File: src/rtl/fra_pkg.sv
// ---------------------------------------------------------------------------
// fra_pkg: shared types and constants of the frame reservation admission block
// Holds field widths, table sizes, status and action codes, and the structs
// that travel between the front, the engine and the result stage.
// ---------------------------------------------------------------------------
package fra_pkg;

  localparam int ID_W       = 16;
  localparam int NEED_W     = 16;
  localparam int MAX_JOBS   = 16;
  localparam int MAX_STEPS  = 16;
  localparam int SLOT_W     = $clog2(MAX_JOBS);
  localparam int STEP_W     = $clog2(MAX_STEPS);
  localparam int ADDR_W     = SLOT_W + STEP_W;
  localparam int DEPTH      = MAX_JOBS * MAX_STEPS;
  localparam int CNT_W      = SLOT_W + 1;
  localparam int LC_W       = STEP_W + 1;
  localparam int ACC_W      = NEED_W + SLOT_W;
  localparam int IN_DATA_W  = 32;
  localparam int OUT_DATA_W = 40;
  localparam logic [NEED_W-1:0] TOTAL_RESET = 16'd64;

  // Input actions; the reserved code takes no action of its own but still gets a response beat.
  localparam logic [1:0] ACT_LOAD  = 2'd0;
  localparam logic [1:0] ACT_CMPL  = 2'd1;
  localparam logic [1:0] ACT_AWAIT = 2'd2;
  localparam logic [1:0] ACT_RSVD  = 2'd3;

  // Response status codes.
  localparam logic [2:0] ST_OK      = 3'd0;
  localparam logic [2:0] ST_DUP     = 3'd1;
  localparam logic [2:0] ST_FULL    = 3'd2;
  localparam logic [2:0] ST_EXCEEDS = 3'd3;
  localparam logic [2:0] ST_UNKNOWN = 3'd4;
  localparam logic [2:0] ST_INACT   = 3'd5;
  localparam logic [2:0] ST_ZERO    = 3'd6;

  // One classified input beat.
  typedef struct packed {
    logic              is_load;
    logic              is_cmpl;
    logic              is_await;
    logic [ID_W-1:0]   id;
    logic [NEED_W-1:0] need;
    logic              last;
  } item_t;

  // Response fields of one item.
  typedef struct packed {
    logic [ID_W-1:0] id;
    logic [2:0]      status;
    logic            flag;
  } rsp_t;

  // Activation notice written into the result buffer.
  typedef struct packed {
    logic              we;
    logic [SLOT_W-1:0] idx;
    logic [ID_W-1:0]   id;
  } notice_t;

  // Hand-off of a finished item to the result stage.
  typedef struct packed {
    logic              commit;
    rsp_t              rsp;
    logic [NEED_W-1:0] free_frames;
    logic [CNT_W-1:0]  ncnt;
  } batch_t;

endpackage

File: src/rtl/fra_front.sv
// ---------------------------------------------------------------------------
// fra_front: input queue of the admission block
// Accepts input beats, decodes the action and holds up to two items for the
// engine so that the input side and the engine stall independently.
// ---------------------------------------------------------------------------
module fra_front (
  input  logic                         clk_i,
  input  logic                         rst_ni,
  input  logic                         s_axis_tvalid,
  output logic                         s_axis_tready,
  input  logic [fra_pkg::IN_DATA_W-1:0] s_axis_tdata,
  input  logic [1:0]                   s_axis_tuser,
  input  logic                         s_axis_tlast,
  output logic                         item_valid_o,
  input  logic                         item_pop_i,
  output fra_pkg::item_t               item_o
);

  fra_pkg::item_t mem_q [2];
  logic           wr_ptr_q, rd_ptr_q;
  logic [1:0]     cnt_q;
  fra_pkg::item_t in_item;
  logic           push;

  // Decode the incoming beat.
  always_comb begin
    in_item.is_load  = (s_axis_tuser == fra_pkg::ACT_LOAD);
    in_item.is_cmpl  = (s_axis_tuser == fra_pkg::ACT_CMPL);
    in_item.is_await = (s_axis_tuser == fra_pkg::ACT_AWAIT);
    in_item.id       = s_axis_tdata[15:0];
    in_item.need     = s_axis_tdata[31:16];
    in_item.last     = s_axis_tlast;
  end

  assign s_axis_tready = (cnt_q != 2'd2);
  assign push          = s_axis_tvalid && s_axis_tready;
  assign item_valid_o  = (cnt_q != 2'd0);
  assign item_o        = mem_q[rd_ptr_q];

  // Queue storage.
  always_ff @(posedge clk_i) begin
    if (push) begin
      mem_q[wr_ptr_q] <= in_item;
    end
  end

  // Queue pointers.
  always_ff @(posedge clk_i or negedge rst_ni) begin
    if (!rst_ni) begin
      wr_ptr_q <= 1'b0;
      rd_ptr_q <= 1'b0;
      cnt_q    <= 2'd0;
    end else begin
      if (push) begin
        wr_ptr_q <= ~wr_ptr_q;
      end
      if (item_pop_i) begin
        rd_ptr_q <= ~rd_ptr_q;
      end
      cnt_q <= cnt_q + {1'b0, push} - {1'b0, item_pop_i};
    end
  end

endmodule

File: config.mk
export PLATFORM = sky130hd
export DESIGN_NAME = fra_front
export DESIGN_NICKNAME = d
export VERILOG_FILES = /design/src/rtl/fra_pkg.sv /design/src/rtl/fra_front.sv
export SDC_FILE = /design/constraint.sdc
export NUM_CORES = 1
export LEC_CHECK = 0
export ABC_AREA = 1
export BUFFER_PORTS_ARGS = -buffer_cell sky130_fd_sc_hd__buf_4
export CORE_MARGIN = 2
export CORE_UTILIZATION = 50
export DETAILED_ROUTE_END_ITERATION = 12
export PLACE_DENSITY = 0.78
export SLEW_MARGIN = 5
export SYNTH_ARGS = -nofsm -noshare
export SYNTH_HDL_FRONTEND = slang
export SYNTH_SLANG_ARGS = --single-unit
File: constraint.sdc
create_clock -name clk_i -period 4.38 [get_ports clk_i]
set_clock_uncertainty 0.05 [all_clocks]
set_input_delay 0.438 -clock clk_i [delete_from_list [all_inputs] [get_ports clk_i]]
set_output_delay 0.438 -clock clk_i [all_outputs]
set_load 0.005 [all_outputs]
==> flow_metrics.tcl, run 1 <==
set metrics [dict create \
    firstDrtPassIters 4 \
    synth_area_leaders "edfxtp_1, mux2_4, dfrtp_1" \
    finalNetCount 268 \
    crit_path_cell_trace "mux2_2 -> buf_4" \
    synth.net_count 184 \
    drive_gt1_share_pct 55.79 \
    multi_input_area_um2 628.1 \
    grt_max_degree 38 \
    first_global_vias 1499 \
    cts_buffers 9 \
    nFillCells 460 \
    grt_pass1_wl_um 7024 \
    io_buffer_count 76 \
    synth_seq_cells 76 \
    clock.fmax_ghz 0.3990 \
    min_period_ps 2506 \
    p_leak_nw 1.541 \
    finalHoldViolCount 0 \
    crit_path_end_kind "primary output" \
    overflow 0 \
    drv_slew 0 \
    dieWidth_um 81.11 \
    ys_types 14 \
    clk_pin_slew_ps 80 \
    cts_root_buffer "clkbuf_8" \
    avgSynthCellArea_um2 20.64 \
    synth_commonest_cells "edfxtp_1, mux2_4, nand2_1" \
    netlist_instances 144 \
    num_rows 28 \
    die_area_mm2 0.006579 \
    yosys_warnings 0 \
    synth_edf_count 72 \
    drc 0 \
    synth_top_flop_cell "edfxtp_1" \
    place_congestion 0.6966 \
    power-per-cell-area_mw_per_mm2 622.3 \
    start_util_pct 51.12 \
    dp_slack_ps 2206 \
    core_mm2 0.005816 \
    cts_sinks 76 \
    worst_path_max_delay_cell "dfrtp_2" \
    cts_tree "done" \
    async_flop_share_pct 5.263 \
    syn2layout_area_growth_pct 27.31 \
    ys_seq_area_share_pct 76.09 \
    path_max_fanout 37 \
    hpwl_um 3022 \
    die_y_um 81.11 \
    grt_usage_pct 14.97 \
    cts_buffer_depth 2 \
    io_pins 77 \
    synth_top_area_share_pct 72.73 \
    required_ps 3890 \
    drtIter0Drc 65 \
    finalSetupTns_ps 0 \
    critical_path_class "reg -> out" \
    syn_area_mm2 0.002973 \
    viasPerCell 4.812 \
    worst_slew_pin_slew_ps 1113 \
    yosysMostFrequentCell "edfxtp_1" \
    diodes 0 \
    cap_violations 0 \
    ant_nets 0 \
    htree_levels 3 \
    rsz0062_at_grt "no" \
    min-delay-path-class "in -> reg" \
    slowest_delay_ps 1110 \
    clk_latency_ps 330 \
    vias 1482 \
    antenna_found_initial 0 \
    start_kind "register" \
    seq_area_mm2 0.002263 \
    finalWorstSetupSlack_ps 1874 \
    cp.arrival_ps 2020 \
    vdd.ir_drop.worst_uv 514.6 \
    slew_headroom_pct 25.77 \
    yosysTopAreaCell "edfxtp_1" \
    min_period_over_period_pct 57.21 \
    status "finished, final reports clean" \
    wirelength_um 4628 \
    setup_viol 0 \
    wire_per_inst_um 15.03 \
]
-- cells by family (layout without fill, tap and decap cells) --
| kind of cell | Yosys count | count (layout) | synth area share, % |
|---|---|---|---|
| buf+inv | 11 | 100 | 3.283 |
| compound gates | 1 | 1 | 0.1682 |
| flops | 76 | 76 | 76.09 |
| simple gates | 18 | 18 | 2.441 |
| mux | 36 | 36 | 17.30 |
| xor+xnor | 1 | 1 | 0.2947 |
| fa+ha+maj | 1 | 1 | 0.4208 |
-- layout make-up --
class	instances	share of cell area [%]
clock buffers	10	3.372
clock inverters	6	1.719
inverters	7	0.6942
multi-input cells	57	16.60
flip-flops and latches	76	59.80
well taps	75	2.479
repair buffers	77	15.34
-- sequential cells by signal, summed over array words and instances (netlist names) --
register / cells
mem_q: 72
rd_ptr_q: 1
cnt_q: 2
wr_ptr_q: 1
-- metrics by stage --
stage / utilization (%) / power (mW) / instances / cell area (um2) / hold WS, ps
floorplan: - / 1.581 / 144 / 2973 / 92.41
global placement: 61.60 / 1.856 / 291 / 3582 / 187.9
detailed placement: 61.60 / 1.882 / 291 / 3582 / 189.4
CTS: 65.08 / 2.385 / 308 / 3785 / 218.5
global route: 65.08 / 2.480 / 308 / 3785 / 214.5
finish: 65.08 / 2.355 / 308 / 3785 / 232.7
-- repair_timing --
action / 4_1_cts / 5_1_grt
endpoints found under the setup margin: 0 / 0
gates resized for setup: 0 / 0
hold buffers: 1 / 0
hold endpoints to repair: 4 / 0
buffers inserted: 0 / 0
-- critical path: cells and delay by family (launching register included) --
family | cells | cell delay, ps
buffers and inverters | 1 | 140
muxes | 1 | 430
DFF | 1 | 1110
-- power breakdown --
group,switching (mW),internal [mW],total (mW)
sequential,0.134,0.995,1.13
combinational,0.255,0.464,0.719
clock,0.243,0.263,0.506
total,0.632,1.72,2.36
-- metal layers --
metal,global-route usage [%],routed length (um)
met1,17.11,1835
met2,25.95,2506
met3,3.222,204
met4,8.644,81
met5,0,0
-- placed cells by master (no fill, tap or decap), drive strengths merged --
master | netlist | routed
inv | 7 | 7
nand3 | 1 | 1
clkinv | 0 | 4
edfxtp | 72 | 72
nor2 | 6 | 6
a21oi | 1 | 1
nand2 | 10 | 10
xor2 | 1 | 1
mux2 | 36 | 36
clkinvlp | 0 | 1
dlygate4sd3 | 0 | 1
ha | 1 | 1
clkbuf | 0 | 10
nand3b | 1 | 1
bufinv | 0 | 1
buf | 4 | 76
dfrtp | 4 | 4
-- worst paths after layout --
| path | start | end | slack (ps) | cells after the start |
|---|---|---|---|---|
| min in group asynchronous | rst_ni | cnt_q[0]$_DFF_PN0_ | 380 | 2 |
| min | s_axis_tdata[17] | mem_q[0][2]$_DFFE_PP_ | 230 | 1 |
| min reg2reg | cnt_q[0]$_DFF_PN0_ | cnt_q[0]$_DFF_PN0_ | 480 | 1 |
| max in group asynchronous | rst_ni | rd_ptr_q$_DFFE_PN0P_ | 3780 | 2 |
| max reg2reg | cnt_q[1]$_DFF_PN0_ | mem_q[1][11]$_DFFE_PP_ | 2370 | 3 |
| max | rd_ptr_q$_DFFE_PN0P_ | item_o[0] | 1870 | 2 |
Note: power is estimated with default switching activity, not from simulation.
==> run 2: changes to the inputs <==
--- a/config.mk
+++ b/config.mk
@@ -8,9 +8,9 @@
 export ABC_AREA = 1
 export BUFFER_PORTS_ARGS = -buffer_cell sky130_fd_sc_hd__buf_4
 export CORE_MARGIN = 2
-export CORE_UTILIZATION = 50
+export CORE_UTILIZATION = 47
 export DETAILED_ROUTE_END_ITERATION = 12
-export PLACE_DENSITY = 0.78
+export PLACE_DENSITY = 0.77
 export SLEW_MARGIN = 5
 export SYNTH_ARGS = -nofsm -noshare
 export SYNTH_HDL_FRONTEND = slang
==> constraint.sdc (replaced) <==
create_clock -name clk_i -period 2.1 [get_ports clk_i]
set_clock_uncertainty 0.05 [all_clocks]
set_input_delay 0.21 -clock clk_i [delete_from_list [all_inputs] [get_ports clk_i]]
set_output_delay 0.21 -clock clk_i [all_outputs]
set_load 0.005 [all_outputs]
==> run 2 against run 1 <==
Routed wire length rose by 14%. Register-to-register slack got worse by 2000 ps. Clock-buffer cell count unchanged. First-iteration DRC count increased by 35%. Design area increased by 11%. Die area is 6.1% higher. Via count rose by 11%. Sequential share of layout area is 5.7 points lower. Non-clock buffer count is 37 higher.
==> flow_metrics.tcl, run 2 (synthesis gave the netlist of run 1 again) <==
set metrics [dict create \
    cts_buffer_depth 2 \
    min-delay-path-class "in -> reg" \
    slew_headroom_pct 77.49 \
    start_util_pct 49.34 \
    final_cell_mix "buf_4, edfxtp_1, dlygate4sd3_1" \
    cap_violations 0 \
    drive_gt1_share_pct 48.52 \
    vdd.ir_drop.worst_uv 978.8 \
    power-per-cell-area_mw_per_mm2 1227 \
    place_congestion 0.7370 \
    timing.critical_path.mode_cell "buf_4" \
    vias 1651 \
    top_regs "mem_q x72, cnt_q x2" \
    nFillCells 402 \
    first_global_vias 1743 \
    required_ps 1840 \
    drtIter0Drc 88 \
    clock.fmax_ghz 0.5647 \
    worst_slew_pin_slew_ps 337.6 \
    status "finished, final reports clean" \
    dieWidth_um 83.53 \
    clk_pin_slew_ps 60 \
    crit_path_cell_trace "buf_4 -> mux2_2 -> buf_4" \
    die_area_mm2 0.006977 \
    io_pins 77 \
    firstDrtPassIters 4 \
    cp.arrival_ps 1510 \
    drc 0 \
    antenna_found_initial 0 \
    min_period_over_period_pct 84.32 \
    finalNetCount 305 \
    die_y_um 83.53 \
    rsz0062_at_grt "no" \
    wirelength_um 5271 \
    hpwl_um 3311 \
    syn2layout_area_growth_pct 40.74 \
    setup_viol 0 \
    path_max_fanout 19 \
    start_kind "register" \
    drv_slew 0 \
    finalHoldViolCount 0 \
    ant_nets 0 \
    cts_buffers 9 \
    wire_per_inst_um 15.28 \
    cts.repair.resized 0 \
    largest_reg_flops 72 \
    worst_path_max_delay_cell "mux2_2" \
    grt_max_degree 38 \
    finalSetupTns_ps 0 \
    cts_sinks 76 \
    overflow 0 \
    htree_levels 3 \
    min_period_ps 1771 \
    slowest_delay_ps 380 \
    power_mw 5.135 \
    critical_path_class "reg -> out" \
    grt_usage_pct 15.60 \
    clk_latency_ps 340 \
    diodes 0 \
    core_mm2 0.006026 \
    cts_tree "done" \
    num_rows 28 \
    p_leak_nw 1.709 \
    io_buffer_count 76 \
    final_common_cell "buf_4" \
    viasPerCell 4.786 \
    grt_pass1_wl_um 8128 \
    cts_root_buffer "clkbuf_8" \
    max_flop_register "mem_q" \
    crit_path_end_kind "primary output" \
]
## run 2: cell count changes in the layout (fill, tap and decap cells not counted)
cell	delta
buf_4	+2
clkinv_1	+3
buf_12	+2
dlygate4sd3_1	+33
clkinv_2	-2
bufinv_16	+1
clkinv_4	-2
## run 2: layer usage
layer  wire length (um)  share of wire (%)  global-route usage, %  vias to the layer above
met4                107                2.0                  8.798                        0
met2               2883                 55                  27.86                       46
li1                   -                  -                      -                      784
met5                  0                  0                      0                        -
met1               2054                 39                  16.78                      813
met3                226                4.3                  3.956                        8
## run 2: final timing paths
check | endpoint | depth (start not counted) | slack [ps] | start
setup / recovery | item_o[5] | 3 | 330 | rd_ptr_q$_DFFE_PN0P_
hold / removal | rd_ptr_q$_DFFE_PN0P_ | 2 | 30 | item_pop_i
setup reg to reg | cnt_q[1]$_DFF_PN0_ | 11 | 410 | cnt_q[0]$_DFF_PN0_
hold reg to reg | cnt_q[0]$_DFF_PN0_ | 1 | 480 | cnt_q[0]$_DFF_PN0_
max in group asynchronous | rd_ptr_q$_DFFE_PN0P_ | 2 | 1720 | rst_ni
min in group asynchronous | cnt_q[0]$_DFF_PN0_ | 2 | 150 | rst_ni
## run 2: stage by stage
step / instance area [um2] / utilization [%] / instances / hold slack, ps / setup WS, ps
floorplan: 2978 / - / 144 / -135.6 / 42.57
detailed placement: 3637 / 60.36 / 295 / -37.67 / 453.8
CTS: 4154 / 68.94 / 342 / 0.4113 / 304.2
global route: 4184 / 69.44 / 345 / 13.89 / 251.9
global placement: 3637 / 60.36 / 295 / -40.43 / 656.0
finish: 4184 / 69.44 / 345 / 25.26 / 329.2
## run 2: critical path, delay by kind of cell, from the launching register on
kind,cells,cell delay (ps)
buffers and inverters,2,440
DFF,1,350
muxes,1,380
## run 2: layout make-up
| cell class | count | area [um2] | share of cell area, % |
|---|---|---|---|
| Inverter | 7 | 26.28 | 0.6280 |
| Multi-Input combinational cell | 57 | 628.1 | 15.01 |
| Sequential cell | 76 | 2263 | 54.10 |
| Clock inverter | 6 | 78.83 | 1.884 |
| Timing Repair Buffer | 114 | 965.9 | 23.09 |
| Tap cell | 75 | 93.84 | 2.243 |
| Clock buffer | 10 | 127.6 | 3.050 |
## run 2: repair_timing
item | in CTS | in global routing
setup buffers | 0 | 0
hold endpoints to repair | 63 | 5
hold buffers | 31 | 3
## run 2: power by group
part | internal [mW] | switching (mW)
Combinational | 1.06 | 0.761
Sequential | 2.07 | 0.0986
Clock | 0.657 | 0.486
Total | 3.79 | 1.35
