`src/rtl/fra_pkg.sv`:
```
// ---------------------------------------------------------------------------
// fra_pkg: shared types and constants of the frame reservation admission block
// Holds field widths, table sizes, status and action codes, and the structs
// that travel between the front, the engine and the result stage.
// ---------------------------------------------------------------------------
package fra_pkg;

  localparam int ID_W       = 16;
  localparam int NEED_W     = 16;
  localparam int MAX_JOBS   = 16;
  localparam int MAX_STEPS  = 16;
  localparam int SLOT_W     = $clog2(MAX_JOBS);
  localparam int STEP_W     = $clog2(MAX_STEPS);
  localparam int ADDR_W     = SLOT_W + STEP_W;
  localparam int DEPTH      = MAX_JOBS * MAX_STEPS;
  localparam int CNT_W      = SLOT_W + 1;
  localparam int LC_W       = STEP_W + 1;
  localparam int ACC_W      = NEED_W + SLOT_W;
  localparam int IN_DATA_W  = 32;
  localparam int OUT_DATA_W = 40;
  localparam logic [NEED_W-1:0] TOTAL_RESET = 16'd64;

  // Input actions; the reserved code takes no action of its own but still gets a response beat.
  localparam logic [1:0] ACT_LOAD  = 2'd0;
  localparam logic [1:0] ACT_CMPL  = 2'd1;
  localparam logic [1:0] ACT_AWAIT = 2'd2;
  localparam logic [1:0] ACT_RSVD  = 2'd3;

  // Response status codes.
  localparam logic [2:0] ST_OK      = 3'd0;
  localparam logic [2:0] ST_DUP     = 3'd1;
  localparam logic [2:0] ST_FULL    = 3'd2;
  localparam logic [2:0] ST_EXCEEDS = 3'd3;
  localparam logic [2:0] ST_UNKNOWN = 3'd4;
  localparam logic [2:0] ST_INACT   = 3'd5;
  localparam logic [2:0] ST_ZERO    = 3'd6;

  // One classified input beat.
  typedef struct packed {
    logic              is_load;
    logic              is_cmpl;
    logic              is_await;
    logic [ID_W-1:0]   id;
    logic [NEED_W-1:0] need;
    logic              last;
  } item_t;

  // Response fields of one item.
  typedef struct packed {
    logic [ID_W-1:0] id;
    logic [2:0]      status;
    logic            flag;
  } rsp_t;

  // Activation notice written into the result buffer.
  typedef struct packed {
    logic              we;
    logic [SLOT_W-1:0] idx;
    logic [ID_W-1:0]   id;
  } notice_t;

  // Hand-off of a finished item to the result stage.
  typedef struct packed {
    logic              commit;
    rsp_t              rsp;
    logic [NEED_W-1:0] free_frames;
    logic [CNT_W-1:0]  ncnt;
  } batch_t;

endpackage

```
`src/rtl/fra_out.sv`:
```
// ---------------------------------------------------------------------------
// fra_out: result stage of the admission block
// Holds the response and the activation notices of one item and sends them
// as output beats, the response first and the last beat marked.
// ---------------------------------------------------------------------------
module fra_out (
  input  logic                            clk_i,
  input  logic                            rst_ni,
  input  fra_pkg::notice_t                notice_i,
  input  fra_pkg::batch_t                 batch_i,
  output logic                            busy_o,
  output logic                            m_axis_tvalid,
  input  logic                            m_axis_tready,
  output logic [fra_pkg::OUT_DATA_W-1:0]  m_axis_tdata,
  output logic                            m_axis_tuser,
  output logic                            m_axis_tlast
);

  logic                           busy_q;
  logic [fra_pkg::CNT_W-1:0]      pos_q;
  fra_pkg::rsp_t                  rsp_q;
  logic [fra_pkg::NEED_W-1:0]     freef_q;
  logic [fra_pkg::CNT_W-1:0]      ncnt_q;
  logic [fra_pkg::ID_W-1:0]       buf_q [fra_pkg::MAX_JOBS];
  logic [fra_pkg::SLOT_W-1:0]     rd_idx;
  logic [fra_pkg::ID_W-1:0]       job;
  logic [2:0]                     status;
  logic                           flag;

  assign busy_o        = busy_q;
  assign m_axis_tvalid = busy_q;
  assign m_axis_tlast  = (pos_q == ncnt_q);
  assign m_axis_tuser  = (pos_q != '0);
  assign rd_idx        = pos_q[fra_pkg::SLOT_W-1:0] - 1'b1;

  // Select the response or a notice for the current beat.
  always_comb begin
    if (pos_q == '0) begin
      job    = rsp_q.id;
      status = rsp_q.status;
      flag   = rsp_q.flag;
    end else begin
      job    = buf_q[rd_idx];
      status = fra_pkg::ST_OK;
      flag   = 1'b0;
    end
  end

  assign m_axis_tdata = {4'd0, freef_q, flag, status, job};

  // Notice buffer and latched response.
  always_ff @(posedge clk_i) begin
    if (notice_i.we) begin
      buf_q[notice_i.idx] <= notice_i.id;
    end
    if (batch_i.commit) begin
      rsp_q   <= batch_i.rsp;
      freef_q <= batch_i.free_frames;
      ncnt_q  <= batch_i.ncnt;
    end
  end

  // Beat sequencing.
  always_ff @(posedge clk_i or negedge rst_ni) begin
    if (!rst_ni) begin
      busy_q <= 1'b0;
      pos_q  <= '0;
    end else if (batch_i.commit) begin
      busy_q <= 1'b1;
      pos_q  <= '0;
    end else if (busy_q && m_axis_tready) begin
      if (m_axis_tlast) begin
        busy_q <= 1'b0;
      end else begin
        pos_q <= pos_q + 1'b1;
      end
    end
  end

endmodule

```
`config.mk`:
```
export PLATFORM = sky130hd
export DESIGN_NAME = fra_out
export DESIGN_NICKNAME = d
export VERILOG_FILES = /design/src/rtl/fra_pkg.sv /design/src/rtl/fra_out.sv
export SDC_FILE = /design/constraint.sdc
export NUM_CORES = 1
export LEC_CHECK = 0
export BUFFER_PORTS_ARGS = -buffer_cell sky130_fd_sc_hd__buf_4
export CORE_ASPECT_RATIO = 1.1
export CORE_MARGIN = 2
export CORE_UTILIZATION = 53
export DETAILED_ROUTE_END_ITERATION = 6
export HOLD_SLACK_MARGIN = 0.02
export PLACE_DENSITY = 0.75
export REMOVE_ABC_BUFFERS = 1
export SYNTH_ARGS = -nofsm -noshare
export SYNTH_HDL_FRONTEND = slang
export SYNTH_SLANG_ARGS = --single-unit
export TNS_END_PERCENT = 1
```
`constraint.sdc`:
```
create_clock -name clk_i -period 1.8 [get_ports clk_i]
set_input_delay 0 -clock clk_i [delete_from_list [all_inputs] [get_ports clk_i]]
set_output_delay 0 -clock clk_i [all_outputs]
set_load 0.05 [all_outputs]
```
==> impl_metrics.py, run 1 <==
metrics = {
    "final_layout": {
        "antenna_cells": 0,
        "syn_to_final_growth_pct": 30.7,
        "final_common_cell": "edfxtp_1",
        "nets": 1000,
        "final_cell_mix": "edfxtp_1 (297), buf_4 (152), nand2_1 (130), dlygate4sd3_1 (63), nor2_1 (36)",
        "nFillCells": 1327,
        "final_core_util_pct": 69.9,
        "final_layout_size_suffix_gt1_share_pct": 30.5,
        "stdcell_count": 1248,
        "final-seq-area_um2": 9070,
        "multiInputGateArea_um2": 2580,
    },
    "cts": {
        "clkSlewWorstSetupHoldPaths_ps": 70,
        "cts.sinks": 303,
        "cts_buffer_depth": 3,
        "htree_levels": 1,
        "clk_latency_ps": 540,
        "numCtsBuffers": 29,
        "cts_tree": "done",
        "cts-root-buf": "clkbuf_16",
    },
    "synth": {
        "ys.flop_type": "edfxtp_1",
        "synth_edf_count": 297,
        "yosysTopAreaCell": "edfxtp_1",
        "ys_types": 36,
        "async_reset_ff_share_pct": 1.98,
        "synth_warnings": 0,
        "synthCells": 689,
        "synth.cell_area_um2": 11700,
        "seq_area_frac_synth_pct": 77.5,
        "synth_seq_cells": 303,
        "avgSynthCellArea_um2": 17.0,
        "synth_top_cell_area_share_pct": 76.2,
        "ys_top_cells_by_area": "edfxtp_1 (76%), mux4_2 (6.2%), nand2_1 (4.2%), nand3_1 (1.5%), mux2i_1 (1.5%)",
    },
    "power": {
        "power_w": 0.0174,
        "ir_drop_mv": 0.924,
        "seqPwrFrac_pct": 46.1,
        "p_comb_share_pct": 20.1,
        "power.share.clock_pct": 33.8,
        "powerDensity_nw_per_um2": 1140,
        "p_switching_w": 0.00461,
        "p_int_w": 0.0128,
        "p_leak_nw": 5.44,
        "switching_share_pct": 26.5,
    },
    "run_status": {
        "violations": "negative setup slack",
        "status": "finished with violations",
    },
    "critical_path": {
        "crit_chain": "inv_4, ha_1, nand2b_1, a21boi_0, o31ai_2, buf_4, a31oi_1, a311oi_1, buf_4",
        "r2r-start": "pos_q[0]$_DFFE_PN0P_",
        "critical_path_buf_inv_count": 3,
        "critPathKind": "register to output port",
        "critPathRequiredTime_ps": 1800,
        "cpMostUsedCell": "buf_4",
        "path_delay_family": "compound AO/OA/AOI/OAI gates",
        "startpoint_type": "register",
        "cp.arrival_ps": 2840,
        "crit_path_max_incr_delay_ps": 430,
        "worstReg2RegEnd": "busy_o$_DFFE_PN0P_",
        "slowest_stage": "dfrtp_2",
        "reg2reg_depth": 8,
        "cp-end-kind": "output port",
        "crit_fanout": 6,
        "r2r_slack_ps": -50,
    },
    "die": {
        "die_area_um2": 23300,
        "die_w_um": 146,
        "dieHeight_um": 160,
        "row_count": 57,
        "coreArea_um2": 21900,
        "initial_core_util_pct": 53.5,
        "num_io_pins": 110,
    },
    "sta": {
        "final-setup-viol-count": 28,
        "slew_headroom_pct": 53.0,
        "finalCritPeriodShare_pct": 158,
        "fin_crit_ps": 2840,
        "finalMaxSlewViolations": 0,
        "worst_pin_slew_ps": 704,
        "fin_skew_ps": 7.15,
        "fmax_mhz": 352,
        "rsz0062_at_grt": "yes",
        "fin_setup_tns_ps": -17120,
        "finalWorstSetupSlack_ps": -1040,
        "hold_viol_final": 0,
    },
    "flow_run": {
        "maxCapViolCount": 0,
    },
    "drt": {
        "drt-wirelength-per-cell_um": 22.3,
        "postRouteAntennaNets": 0,
        "drt_wl_total_um": 27800,
        "dr.pass1.iters": 5,
        "drt_iter0_markers": 885,
        "drcViolationCount": 0,
        "viasPerCell": 5.74,
        "num_vias": 7158,
    },
    "grt": {
        "grt_max_degree": 48,
        "grt_use_total_pct": 23.6,
        "antenna_found_initial": 0,
        "grt_overflow": 0,
        "grt_first_pass_wirelength_um": 42000,
        "grt_pass1_vias": 7519,
    },
    "hold_path": {
        "min_path_type": "input pin to register",
        "worstHoldEndpoint": "buf_q[12][1]$_DFFE_PP_",
        "worstHoldPathCells": 3,
        "hp-start": "notice_i[16]",
    },
    "placement": {
        "dp_hpwl_um": 16200,
        "portBuffers": 105,
        "dp.cells": 1123,
        "gp_congestion": 0.814,
    },
}
cells by family (layout without fill, tap and decap cells):
group / after synthesis / in the layout / synth area share (%)
other: 1 / 4 / 0.0320
DFF: 303 / 303 / 77.5
and+or+nand+nor: 222 / 222 / 7.91
adders and majority gates: 3 / 3 / 0.321
muxes: 49 / 49 / 7.61
AOI/OAI and AO/OA: 57 / 57 / 3.86
buffers and inverters: 43 / 304 / 1.76
xor gates and xnor gates: 11 / 11 / 1.05
worst max path at each step:
stage	slack, ps	cells after the start	start	end
3_5_place_dp	-550	10	pos_q[0]$_DFFE_PN0P_	m_axis_tdata[9]
5_1_grt	-1120	9	pos_q[1]$_DFFE_PN0P_	m_axis_tdata[9]
3_3_place_gp	-450	10	pos_q[0]$_DFFE_PN0P_	m_axis_tdata[3]
4_1_cts	-1000	11	pos_q[0]$_DFFE_PN0P_	m_axis_tdata[11]
2_1_floorplan	-3500	7	pos_q[0]$_DFFE_PN0P_	m_axis_tdata[0]
6_report	-1040	9	pos_q[0]$_DFFE_PN0P_	m_axis_tdata[9]
worst reg2reg max path, cell delays in order (launching register included):
cell and delay (ps):
dfrtp_2 430, buf_4 150, buf_12 180, xor2_1 200
nor3_1 190, buf_4 190, and2_1 160, nand2_1 70
a21o_1 170
power by group through the flow:
| stage | Combinational, W | Clock [W] | Sequential [W] |
|---|---|---|---|
| 2_1_floorplan | 0.00157 | 0 | 0.00830 |
| 3_3_place_gp | 0.00292 | 0 | 0.00815 |
| 3_5_place_dp | 0.00299 | 0 | 0.00816 |
| 4_1_cts | 0.00332 | 0.00596 | 0.00802 |
| 5_1_grt | 0.00369 | 0.00623 | 0.00803 |
| 6_report | 0.00350 | 0.00589 | 0.00802 |
synthesized netlist by cell type, drive strengths merged (5+ instances only):
| cell | count |
|---|---|
| edfxtp | 297 |
| nor3 | 6 |
| nor2 | 36 |
| mux4 | 32 |
| clkbuf | 20 |
| and2 | 6 |
| nand3 | 35 |
| a311oi | 16 |
| dfrtp | 6 |
| xor2 | 6 |
| a31oi | 16 |
| nand2 | 131 |
| mux2i | 17 |
| xnor2 | 5 |
| buf | 19 |
| a32oi | 16 |
cell type report:
| cell class | instances | area share (%) |
|---|---|---|
| multi-input combinational | 346 | 16.8 |
| timing repair buffer | 247 | 15.3 |
| inverter | 4 | 0.115 |
| sequential | 303 | 59.3 |
| tap | 295 | 2.41 |
| clock inverter | 22 | 1.23 |
| clock buffer | 31 | 4.79 |
state kept, by name (all words and copies together) (netlist names):
register and cells:
rsp_q 20, pos_q 5, freef_q 16, buf_q 256, ncnt_q 5, busy_o 1
per-stage QoR:
stage          hold slack, ps  area (um^2)  worst slack, ps
2_1_floorplan            -296        11500            -3500
3_3_place_gp             -189        13400             -454
3_5_place_dp             -185        13400             -546
4_1_cts                  24.6        15100            -1000
5_1_grt                  39.7        15300            -1120
6_report                 40.5        15300            -1040
what timing repair did:
item,CTS,global route
endpoints found under the setup margin,28,28
setup buffers,1,5
gates resized for setup,33,18
gates cloned,2,2
pin swaps,7,6
hold buffers,63,0
hold endpoints to repair,322,0
layer usage:
layer	vias up	routed length, um	GRT usage (%)
met1	3555	10600	33.1
li1	3145	-	-
met2	404	13900	38.2
met4	0	619	8.69
met5	-	0	0
met3	54	2660	3.49
(Power assumes the default switching activity.)
==> run 2, diff against run 1 <==
--- a/config.mk
+++ b/config.mk
@@ -11,6 +11,7 @@
 export CORE_UTILIZATION = 53
 export DETAILED_ROUTE_END_ITERATION = 6
 export HOLD_SLACK_MARGIN = 0.02
+export MAX_ROUTING_LAYER = met4
 export PLACE_DENSITY = 0.75
 export REMOVE_ABC_BUFFERS = 1
 export SYNTH_ARGS = -nofsm -noshare
==> constraint.sdc (replaced) <==
create_clock -name clk_i -period 2.5 [get_ports clk_i]
set_input_delay 0 -clock clk_i [delete_from_list [all_inputs] [get_ports clk_i]]
set_output_delay 0 -clock clk_i [all_outputs]
set_load 0.05 [all_outputs]
==> impl_metrics.py, run 2 (synthesis gave the netlist of run 1 again) <==
metrics = {
    "run_status": {
        "status": "finished with violations",
        "violations": "negative setup slack",
    },
    "die": {
        "num_io_pins": 110,
        "row_count": 57,
        "dieHeight_um": 160,
        "coreArea_um2": 21900,
        "die_w_um": 146,
        "initial_core_util_pct": 53.5,
        "die_area_um2": 23300,
    },
    "sta": {
        "worst_pin_slew_ps": 688,
        "rsz0062_at_grt": "yes",
        "finalCritPeriodShare_pct": 116,
        "finalMaxSlewViolations": 0,
        "final-setup-viol-count": 16,
        "finalWorstSetupSlack_ps": -412,
        "hold_viol_final": 0,
        "fin_crit_ps": 2910,
        "whs_ps": 165,
        "fin_setup_tns_ps": -4460,
        "fin_skew_ps": 10.7,
        "fmax_mhz": 343,
        "slew_headroom_pct": 54.1,
    },
    "critical_path": {
        "startpoint": "pos_q[0]$_DFFE_PN0P_",
        "r2r-start": "pos_q[0]$_DFFE_PN0P_",
        "cp.arrival_ps": 2910,
        "critPathRequiredTime_ps": 2500,
        "cp-end-kind": "output port",
        "critPathKind": "register to output port",
        "startpoint_type": "register",
        "crit_fanout": 9,
    },
    "cts": {
        "clk_latency_ps": 560,
        "cts_buffer_depth": 3,
        "cts-root-buf": "clkbuf_16",
        "cts.sinks": 303,
        "cts_tree": "done",
        "numCtsBuffers": 31,
        "htree_levels": 1,
        "clkSlewWorstSetupHoldPaths_ps": 60,
    },
    "drt": {
        "dr.pass1.iters": 5,
        "viasPerCell": 5.92,
        "drcViolationCount": 0,
        "drt-wirelength-per-cell_um": 24.0,
        "drt_wl_total_um": 30100,
        "postRouteAntennaNets": 0,
        "num_vias": 7424,
        "drt_iter0_markers": 838,
    },
    "final_layout": {
        "final_layout_size_suffix_gt1_share_pct": 31.4,
        "max_flop_register": "buf_q",
        "largestRegisters": "buf_q: 256 flops, rsp_q: 20 flops, freef_q: 16 flops",
        "nets": 1005,
        "final_cell_mix": "edfxtp_1 (297), buf_4 (149), nand2_1 (125), dlygate4sd3_1 (64), nor2_1 (36)",
        "nFillCells": 1261,
        "antenna_cells": 0,
        "final_common_cell": "edfxtp_1",
        "final_core_util_pct": 71.1,
        "largest_register_ffs": 256,
        "syn_to_final_growth_pct": 33.0,
    },
    "power": {
        "ir_drop_mv": 0.693,
        "switching_share_pct": 26.5,
        "seqPwrFrac_pct": 43.9,
        "powerDensity_nw_per_um2": 844,
        "p_int_w": 0.00967,
        "p_comb_share_pct": 21.3,
        "power.share.clock_pct": 34.8,
        "p_leak_nw": 5.57,
        "p_switching_w": 0.00348,
    },
    "placement": {
        "portBuffers": 105,
        "gp_congestion": 0.802,
        "dp_hpwl_um": 15100,
        "place_ws_ps": 3.05,
    },
    "grt": {
        "grt_overflow": 0,
        "grt_pass1_vias": 7879,
        "antenna_found_initial": 0,
        "grt_use_total_pct": 26.8,
        "grt_first_pass_wirelength_um": 45400,
        "grt_max_degree": 48,
    },
    "hold_path": {
        "min_path_type": "input pin to register",
        "hp-start": "batch_i[32]",
    },
    "flow_run": {
        "maxCapViolCount": 0,
    },
}
==> run 2: cell types whose count changed in the layout (fill, tap and decap cells not counted), moves of 4 or more <==
cell       previous run  this run
buf_12               14        10
buf_6                10        16
bufbuf_16             0         7
clkbuf_1              2         7
clkinv_2              7         3
nand2_1             130       125
==> run 2: area by class of cell <==
class / instances / area [um^2] / share of cell area, %
Clock inverter: 19 / 201 / 1.29
Multi-Input combinational cell: 346 / 2660 / 17.1
Tap cell: 295 / 369 / 2.37
Clock buffer: 38 / 802 / 5.15
Sequential cell: 303 / 9070 / 58.2
Timing Repair Buffer: 250 / 2450 / 15.7
Inverter: 4 / 15.0 / 0.0964
==> run 2: power groups by stage <==
| stage | Clock [W] | Sequential [W] | Combinational (W) |
|---|---|---|---|
| 2_1_floorplan | 0 | 0.00598 | 0.00113 |
| 3_3_place_gp | 0 | 0.00587 | 0.00202 |
| 3_5_place_dp | 0 | 0.00588 | 0.00206 |
| 4_1_cts | 0.00458 | 0.00577 | 0.00271 |
| 5_1_grt | 0.00480 | 0.00578 | 0.00292 |
| 6_report | 0.00457 | 0.00578 | 0.00280 |
==> run 2: path summary, 6_finish.rpt <==
| kind | endpoint | slack [ps] | cells after the start |
|---|---|---|---|
| max in group asynchronous | pos_q[0]$_DFFE_PN0P_ | 1820 | 3 |
| setup reg to reg | pos_q[1]$_DFFE_PN0P_ | 570 | 7 |
| hold reg to reg | busy_o$_DFFE_PN0P_ | 570 | 1 |
| hold / removal | rsp_q[11]$_DFFE_PP_ | 160 | 2 |
| setup / recovery | m_axis_tdata[8] | -410 | 11 |
| min in group asynchronous | pos_q[4]$_DFFE_PN0P_ | 410 | 3 |
==> run 2: routing by layer <==
layer  vias to the layer above  routed length (um)  global-route usage [%]  part of all wire [%]
met1                      3694               11600                    33.8                    39
met3                        96                2530                    5.23                   8.4
met2                       463               14800                    43.0                    49
li1                       3171                   -                       -                     -
met4                         0                1130                    11.4                   3.8
met5                         -                   0                       -                     0
==> run 2: stage by stage <==
stage | area (um^2) | instances | total power [W]
final | 15600 | 1255 | 0.0131
after global routing | 15600 | 1255 | 0.0135
after CTS | 15500 | 1255 | 0.0131
after detailed placement | 13100 | 1097 | 0.00793
after global placement | 13100 | 1097 | 0.00789
after floorplan | 11500 | 653 | 0.00711
==> run 2: timing repair <==
action / 4_1_cts / 5_1_grt
gates cloned: 9 / 0
pin swaps: 18 / 9
endpoints found under the setup margin: 17 / 17
setup buffers: 28 / 0
hold buffers: 64 / 0
hold endpoints to repair: 322 / 0
resized for setup: 46 / 19
==> run 2: worst max-delay path, stage by stage, from the launching register on <==
cell,delay (ps)
dfrtp_2,410
inv_2,60
buf_6,100
ha_4,180
xor2_4,260
buf_6,160
buf_12,130
nand2_1,100
a32oi_2,270
a31oi_2,150
a311oi_2,320
buf_6,210
==> run 3, diff against run 2 <==
--- a/config.mk
+++ b/config.mk
@@ -12,7 +12,7 @@
 export DETAILED_ROUTE_END_ITERATION = 6
 export HOLD_SLACK_MARGIN = 0.02
 export MAX_ROUTING_LAYER = met4
-export PLACE_DENSITY = 0.75
+export PLACE_DENSITY = 0.78
 export REMOVE_ABC_BUFFERS = 1
 export SYNTH_ARGS = -nofsm -noshare
 export SYNTH_HDL_FRONTEND = slang
==> impl_metrics.py, run 3 (synthesis gave the netlist of run 1 again) <==
metrics = {
    "die": {
        "initial_core_util_pct": 53.5,
        "num_io_pins": 110,
        "die_w_um": 146,
        "dieHeight_um": 160,
        "row_count": 57,
        "coreArea_um2": 21900,
        "die_area_um2": 23300,
    },
    "sta": {
        "fin_crit_ps": 2840,
        "fmax_mhz": 352,
        "finalWorstSetupSlack_ps": -338,
        "final-setup-viol-count": 16,
        "worst_pin_slew_ps": 649,
        "hold_viol_final": 0,
        "finalMaxSlewViolations": 0,
        "finalCritPeriodShare_pct": 114,
        "slew_headroom_pct": 56.7,
        "fin_setup_tns_ps": -4480,
        "rsz0062_at_grt": "yes",
        "fin_skew_ps": 8.85,
    },
    "cts": {
        "cts-root-buf": "clkbuf_16",
        "htree_levels": 1,
        "cts_buffer_depth": 3,
        "cts_tree": "done",
        "numCtsBuffers": 28,
        "clk_latency_ps": 540,
        "cts.sinks": 303,
        "clkSlewWorstSetupHoldPaths_ps": 70,
    },
    "power": {
        "p_leak_nw": 5.37,
        "powerDensity_nw_per_um2": 816,
        "power_w": 0.0124,
        "ir_drop_mv": 0.556,
    },
    "final_layout": {
        "stdcell_count": 1239,
        "nets": 993,
        "final_common_cell": "edfxtp_1",
        "syn_to_final_growth_pct": 29.4,
        "largestRegisters": "buf_q: 256 flops, rsp_q: 20 flops, freef_q: 16 flops",
        "final_cell_mix": "edfxtp_1 (297), buf_4 (151), nand2_1 (129), dlygate4sd3_1 (64)",
        "largest_register_ffs": 256,
        "final_layout_size_suffix_gt1_share_pct": 29.6,
        "max_flop_register": "buf_q",
        "nFillCells": 1283,
    },
    "critical_path": {
        "cp.arrival_ps": 2840,
        "startpoint_type": "register",
        "cp-end-kind": "output port",
        "startpoint": "pos_q[0]$_DFFE_PN0P_",
        "crit_fanout": 6,
        "r2r-start": "pos_q[0]$_DFFE_PN0P_",
        "reg2reg_depth": 6,
        "critPathRequiredTime_ps": 2500,
        "r2r_slack_ps": 600,
        "critPathKind": "register to output port",
    },
    "placement": {
        "dp.cells": 1105,
        "dp_hpwl_um": 15700,
        "place_ws_ps": 35.0,
        "portBuffers": 105,
        "gp_congestion": 0.789,
    },
    "flow_run": {
        "maxCapViolCount": 0,
    },
    "drt": {
        "viasPerCell": 5.89,
        "num_vias": 7292,
        "postRouteAntennaNets": 0,
        "dr.pass1.iters": 7,
        "drcViolationCount": 0,
        "drt_iter0_markers": 1009,
        "drt-wirelength-per-cell_um": 23.5,
        "drt_wl_total_um": 29100,
    },
    "grt": {
        "grt_first_pass_wirelength_um": 44100,
        "grt_max_degree": 48,
        "antenna_found_initial": 1,
        "grt_pass1_vias": 7590,
        "grt_use_total_pct": 26.1,
        "grt_overflow": 0,
    },
    "hold_path": {
        "hp-start": "batch_i[30]",
        "min_path_type": "input pin to register",
        "worstHoldPathCells": 2,
    },
    "run_status": {
        "status": "finished with violations",
        "violations": "negative setup slack",
    },
}
[run 3: cell types whose count changed in the layout (fill, tap and decap cells not counted), moves of 3 or more]
cell | before | now
a311oi_2 | 8 | 5
bufinv_16 | 4 | 1
clkinv_1 | 9 | 5
clkbuf_1 | 7 | 4
buf_6 | 16 | 9
nand2_1 | 125 | 129
a311oi_1 | 8 | 11
bufbuf_16 | 7 | 4
clkinv_2 | 3 | 7
[run 3: through the flow]
stage / util [%] / hold slack, ps / cell area [um^2]
after detailed placement: 60.2 / -188 / 13200
after global placement: 60.2 / -187 / 13200
final: 69.2 / 171 / 15100
after floorplan: - / -296 / 11500
after CTS: 69.0 / 164 / 15100
after global routing: 69.2 / 169 / 15100
[run 3: worst paths after layout]
path / to
max: m_axis_tdata[7]
min: rsp_q[9]$_DFFE_PP_
max reg2reg: pos_q[1]$_DFFE_PN0P_
min reg2reg: busy_o$_DFFE_PN0P_
max in group asynchronous: pos_q[2]$_DFFE_PN0P_
min in group asynchronous: pos_q[3]$_DFFE_PN0P_
[run 3: power breakdown]
part | switching (W) | internal, W | total, W
clock network | 0.00178 | 0.00221 | 0.00400
logic | 0.00149 | 0.00109 | 0.00258
registers | 0.0000479 | 0.00573 | 0.00578
[run 3: repair_timing]
action | CTS | global route
cloned | 4 | 0
gates resized for setup | 32 | 6
endpoints found under the hold margin | 321 | 0
setup buffers | 16 | 0
setup endpoints to repair | 17 | 17
hold buffers | 64 | 0
pin swaps | 10 | 3
[run 3: routing by layer]
metal,up-vias,GRT usage (%),wire (um)
met5,-,-,0
met4,0,9.58,994
met3,86,4.49,3160
met2,500,41.1,14100
met1,3580,34.7,10800
li1,3126,-,-
[run 3: critical path, cell delays in order (launching register included)]
cell and delay [ps]:
dfrtp_2 450, inv_4 90, ha_4 180, xor2_4 260, buf_12 150, buf_12 130, nand2_4 50, a32oi_1 180
a31oi_1 160, a311oi_2 320, buf_4 180, buf_8 130
[run 3: final cells by class]
| type | instances | area, um^2 | area share (%) |
|---|---|---|---|
| Clock buffer | 33 | 741 | 4.89 |
| Antenna cell | 1 | 2.50 | 0.0165 |
| Inverter | 4 | 17.5 | 0.116 |
| Tap cell | 295 | 369 | 2.44 |
| Sequential cell | 303 | 9070 | 59.9 |
| Clock inverter | 16 | 111 | 0.735 |
| Timing Repair Buffer | 241 | 2250 | 14.9 |
| Multi-Input combinational cell | 346 | 2580 | 17.1 |
